[src/dtn_pkg.sv]
package dtn_pkg;

  localparam int MAX_WIDTH_DEF = 1024;
  localparam int MAX_HEIGHT    = 1024;
  localparam int MIN_DIM       = 3;
  localparam int NUM_PASSES    = 4;
  localparam int CFG_W         = 11;
  localparam int CNT_W         = 21;
  localparam int THR_W         = 23;
  localparam int PIX_W         = 8;
  localparam int WIN_W         = 9;
  localparam int LB_W          = 2 * NUM_PASSES;
  localparam int DATA_W        = 32;
  localparam int PADDR_W       = 3;
  localparam int RESET_WIDTH   = 640;
  localparam int RESET_HEIGHT  = 480;

  typedef enum logic [1:0] {
    DIR_EAST,
    DIR_WEST,
    DIR_SOUTH,
    DIR_NORTH
  } dir_t;

  typedef enum logic {
    REQ_PIXEL,
    REQ_DRAIN
  } req_t;

  typedef enum logic {
    REG_WIDTH,
    REG_HEIGHT
  } reg_idx_t;

  // Window layout: bits 0..2 top row, 3..5 middle, 6..8 bottom; in each row
  // bit 0 is the right column and bit 2 the left column.
  function automatic logic pass_decide(logic [WIN_W-1:0] win, dir_t dir);
    logic a, b, c, d, e, f, g, h, i;
    logic test, hit;
    a = win[2];
    b = win[1];
    c = win[0];
    d = win[5];
    e = win[4];
    f = win[3];
    g = win[8];
    h = win[7];
    i = win[6];
    case (dir)
      DIR_EAST:  test = !f;
      DIR_WEST:  test = !d;
      DIR_SOUTH: test = !h;
      default:   test = !b;
    endcase
    hit = (a && c && b) || (g && i && h) || (a && d && g) || (c && f && i) ||
          (a && b && d && !c && !g && !h && !f && !i) ||
          (g && h && d && !a && !i && !b && !f && !c) ||
          (f && i && h && !c && !g && !b && !d && !a) ||
          (b && c && f && !a && !i && !h && !d && !g);
    return e && !(test && hit);
  endfunction

endpackage

[src/dtn_pass.sv]
module dtn_pass #(
  parameter dtn_pkg::dir_t DIR = dtn_pkg::DIR_EAST
) (
  input  logic clk,
  input  logic rst,
  input  logic en,
  input  logic top_in,
  input  logic mid_in,
  input  logic x_in,
  input  logic active,
  output logic x_out
);
  import dtn_pkg::*;

  logic [WIN_W-1:0] win;
  logic [WIN_W-1:0] win_next;

  // Each row of the window shifts left by one column and takes its new
  // right column from the line buffers or from the incoming pixel.
  assign win_next = {win[7:6], x_in, win[4:3], mid_in, win[1:0], top_in};
  assign x_out    = active && pass_decide(win_next, DIR);

  always_ff @(posedge clk) begin
    if (rst) begin
      win <= '0;
    end else if (en) begin
      win <= win_next;
    end
  end

endmodule
[config.mk]
export PLATFORM = sky130hd
export DESIGN_NAME = dtn_pass
export DESIGN_NICKNAME = d
export VERILOG_FILES = /design/src/dtn_pkg.sv /design/src/dtn_pass.sv
export SDC_FILE = /design/constraint.sdc
export NUM_CORES = 1
export LEC_CHECK = 0
export BUFFER_PORTS_ARGS = -buffer_cell sky130_fd_sc_hd__buf_2
export CAP_MARGIN = 15
export CELL_PAD_IN_SITES_DETAIL_PLACEMENT = 2
export CELL_PAD_IN_SITES_GLOBAL_PLACEMENT = 2
export CORE_AREA = 2 2 39 41
export CTS_CLUSTER_SIZE = 20
export DETAILED_ROUTE_END_ITERATION = 8
export DIE_AREA = 0 0 41 43
export PLACE_DENSITY_LB_ADDON = 0.1
export SETUP_SLACK_MARGIN = 0.02
export SLEW_MARGIN = 20
export SYNTH_ARGS = -nofsm -noshare
export SYNTH_HDL_FRONTEND = slang
export SYNTH_SLANG_ARGS = --single-unit
[constraint.sdc]
create_clock -name clk -period 1.29 [get_ports clk]
set_input_delay 0.3225 -clock clk [delete_from_list [all_inputs] [get_ports clk]]
set_output_delay 0.3225 -clock clk [all_outputs]
set_load 0.01 [all_outputs]
## After elaboration in Yosys (flattened, before gate mapping)

Cells that the tools add are included.

| cells by class | value |
|---|---|
| reductions and logical operators | 55 |

Operator list:

| cell | count |
|---|---|
| logical AND 1 bit | 39 |
| zero test 1 bit | 9 |
| logical OR 1 bit | 7 |

| storage, ports and cells | value |
|---|---|
| bits in registers | 8 |
| input port bits | 7 |
| word-level logic and storage cells | 56 |
| output and inout port bits | 1 |

## Longest topological paths before layout

| logic depth | value |
|---|---|
| depth after elaboration | 15 |
| gate-level depth with buffers | 3 |
| depth with buffers taken out | 3 |

## Least setup slack after synthesis

No wires, ideal clock.

| timing path | value |
|---|---|
| path type | register to output |
| start | reg win[6] |
| end | out x_out |
| stages on the path, launching flop included | 4 |
| setup slack | 0.038 ns |
| data required time | 0.967 ns |
| arrival | 0.929 ns |
| path buffers | 0 |
| cell sequence | dfxtp_1 -> nor2_1 -> a211o_1 -> a32oi_1 |

| between the ends | value |
|---|---|
| cells in the longest elaborated chain, start to end | 14 |
| elaborated cells between the ends (all ways) | 32 |
| those cells by class | reduce/logical (32) |

Ends and longest elaborated chain:

| item | line | text |
|---|---|---|
| from (decl) | dtn_pass.sv:15 | `logic [WIN_W-1:0] win;` |
| from (signal assigned) | dtn_pass.sv:27 | `win <= win_next;` |
| logical AND 1 bit (7 in a row) | dtn_pkg.sv:57 | `(g && h && d && !a && !i && !b && !f && !c) \|\|` |
| logical OR 1 bit | dtn_pkg.sv:56 | `(a && b && d && !c && !g && !h && !f && !i) \|\|` |
| logical OR 1 bit | dtn_pkg.sv:57 |  |
| logical OR 1 bit * | dtn_pkg.sv:58 | `(f && i && h && !c && !g && !b && !d && !a) \|\|` |
| logical AND 1 bit * | dtn_pkg.sv:60 | `return e && !(test && hit);` |
| zero test 1 bit * | dtn_pkg.sv:60 |  |
| logical AND 1 bit * | dtn_pkg.sv:60 |  |
| logical AND 1 bit * | dtn_pass.sv:21 | `assign x_out = active && pass_decide(win_next, DIR);` |
| to (decl) | dtn_pass.sv:11 | `output logic x_out` |

Mark *: on every way between the ends. The rest lies on a longest branch, timed or not.

## Final worst setup path

Same ends and word-level chain as after synthesis.

==> flow_metrics.py <==
metrics = {
    "layout": {
        "largest-register": "win",
        "fillers": 161,
        "area_delta_synth_final_pct": 45.0,
        "top_regs": "win: 6 flops",
        "antenna_cells_inserted": 0,
        "layoutNonFillerInstCount": 57,
        "final_area_sq_um": 383,
        "fin_nets": 50,
        "drive_above_1_share_pct": 51.2,
        "largest_register_ffs": 6,
    },
    "power_and_ir_drop": {
        "p_clk_share_pct": 39.0,
        "p_int_uw": 330,
        "netSwitchingFraction_pct": 22.3,
        "seqPwrFrac_pct": 47.9,
        "p_leak_nw": 0.178,
        "p_per_area_mw_per_mm2": 1110,
        "pwr-share-comb_pct": 13.1,
        "p_total_uw": 425,
        "peakVddDrop_uv": 414,
        "p_switching_uw": 94.8,
    },
    "grt": {
        "gr-total-overflow": 0,
        "grt_max_degree": 7,
        "grt_pass1_wl_um": 1180,
        "grt_pass1_vias": 285,
        "grt_usage_pct": 10.4,
        "antenna_found_initial": 0,
    },
    "drt": {
        "drtIter0Drc": 0,
        "vias": 256,
        "wl_per_cell_um": 12.1,
        "ant_nets": 0,
        "via_per_inst": 4.49,
        "route.detailed.drc": 0,
        "drtPass1Iterations": 1,
        "postRouteWirelength_um": 690,
    },
    "placed_design": {
        "port-buffer-count": 7,
        "placed_area_sq_um": 344,
        "place_ws_ps": -110,
        "dp.cells": 54,
        "gp_congestion": 0.587,
        "hpwlAfterDp_um": 591,
    },
    "floorplanning": {
        "dieArea_sq_mm": 0.00176,
        "core_area_sq_mm": 0.00138,
        "die_y_um": 43,
        "rows": 14,
        "start_util_pct": 19.1,
        "ioPinCount": 8,
        "die_w_um": 41,
    },
    "clock_network": {
        "insertion_delay_ps": 240,
        "cts_sinks": 6,
        "cts-htree-levels": 1,
        "clk_pin_slew_ps": 40,
        "clockBufferDepth": 2,
        "cts_setup_buffers": 0,
        "cts_tree": "built",
        "root_buffer": "clkbuf_4",
        "numCtsBuffers": 3,
    },
    "outcome": {
        "failed_checks": "negative setup slack",
        "outcome": "finished, violations left",
    },
    "setup_path": {
        "path_max_fanout": 4,
        "path_cells": "nor2_2, a211o_1, a32oi_1, buf_2",
        "startpoint_type": "register",
        "cpMaxStageDelayCell": "dfxtp_4",
        "endpoint_kind": "output pin",
        "crit_arrival_ps": 1170,
        "cpPeakStageDelay_ps": 360,
        "crit_required_ps": 970,
        "critical_path_class": "register to output pin",
    },
    "yosys": {
        "syn_nets": 35,
        "synthDistinctLibCells": 11,
        "syn_inst": 28,
        "synth-seq-cells": 6,
        "ys_seq_area_share_pct": 45.5,
        "synth_warnings": 0,
        "syn_area_per_cell_sq_um": 9.43,
        "syn_area_sq_um": 264,
    },
    "sta": {
        "finClkSkew_ps": 1.96,
        "slew_headroom_pct": 86.3,
        "setup_violations": 1,
        "finalCritPeriodShare_pct": 116,
        "finalMaxSlewViolations": 0,
        "fmax_ghz": 0.669,
        "hold_slack_ps": 323,
        "hold_viol": 0,
        "rsz0062_at_grt": "true",
        "final.min_clock_period_ps": 1500,
        "setup_ws_ps": -205,
        "worst_slew_pin_slew_ps": 204,
    },
    "flow_run": {
        "maxCapViolations": 0,
    },
    "hold_path": {
        "min_path_type": "input pin to register",
    },
}
==> worst max-delay path, delay by kind of cell (launching register included) <==
family	cells	cell delay, ps
flip-flops	1	360
AND/OR/NAND/NOR	1	30
buffers and inverters	1	150
AO/OA/AOI/OAI	2	400
==> path summary, 6_finish.rpt <==
check                                    startpoint             endpoint  slack (ps)  cells after the start
worst min-delay path                            rst  win[4]$_SDFFE_PP0P_         320                      2
worst min register to register  win[7]$_SDFFE_PP0P_  win[7]$_SDFFE_PP0P_         540                      2
worst max-delay path            win[6]$_SDFFE_PP0P_                x_out        -210                      4
worst max register to register  win[6]$_SDFFE_PP0P_  win[7]$_SDFFE_PP0P_         520                      3
==> kinds of logic (layout without fill, tap and decap cells) <==
logic type / count (synthesis) / count (layout) / share of synthesized area [%]
AND/OR/NAND/NOR: 9 / 9 / 12.8
multiplexers: 6 / 6 / 22.7
AO/OA/AOI/OAI: 5 / 5 / 15.6
buffers and inverters: 2 / 15 / 3.31
flip-flops: 6 / 6 / 45.5
==> final cells by class <==
cell class	instances	area, sq um	share of cell area, %
multi-input cells	20	145	37.9
flip-flops and latches	6	126	33.0
repair buffers	11	65.1	17.0
clock buffers	3	22.5	5.88
well taps	16	20.0	5.23
inverters	1	3.75	0.980
==> metrics by stage <==
step | util [%] | setup TNS, ps
CTS | 27.3 | -228
global placement | 24.9 | -70.0
detailed placement | 24.9 | -110
floorplan | - | 0
global route | 27.7 | -304
finish | 27.7 | -205
==> repair_timing <==
item                       CTS  global route
setup endpoints to repair    1             1
hold buffers                 0             0
gates resized for setup      5             2
pin swaps                    3             2
cloned                       0             0
==> routing by layer <==
layer  global-route usage (%)  wire length [um]  up-vias
li1                         -                 -      126
met1                     11.6               293      125
met2                     15.3               369        3
met3                     1.57                22        2
met4                     10.0                 5        0
met5                        0                 0        -
==> cells in the mapped netlist, drive strengths merged <==
library cell / n / area share, %
mux2i: 6 / 23
nand2: 2 / 2.8
buf: 1 / 1.9
inv: 1 / 1.4
a32oi: 1 / 3.3
nor2: 7 / 10
o31ai: 1 / 2.8
a22oi: 1 / 2.8
dfxtp: 6 / 45
a211o: 1 / 3.3
a31o: 1 / 3.3
==> power by group through the flow <==
stage / clock [mW] / combinational [mW] / sequential (mW)
after floorplan: 0 / 0.0262 / 0.204
after global placement: 0 / 0.0528 / 0.206
after detailed placement: 0 / 0.0548 / 0.206
after CTS: 0.178 / 0.0567 / 0.205
after global routing: 0.190 / 0.0625 / 0.205
final: 0.166 / 0.0556 / 0.204
==> layout by cell type, fill, tap and decap left out, drive strengths merged <==
cell and n:
clkbuf 3, a22oi 1, dfxtp 6, a32oi 1, a31o 1, inv 1, o31ai 1, nor2 7
nand2 2, a211o 1, mux2i 6, buf 11
(Power assumes the default switching activity.)
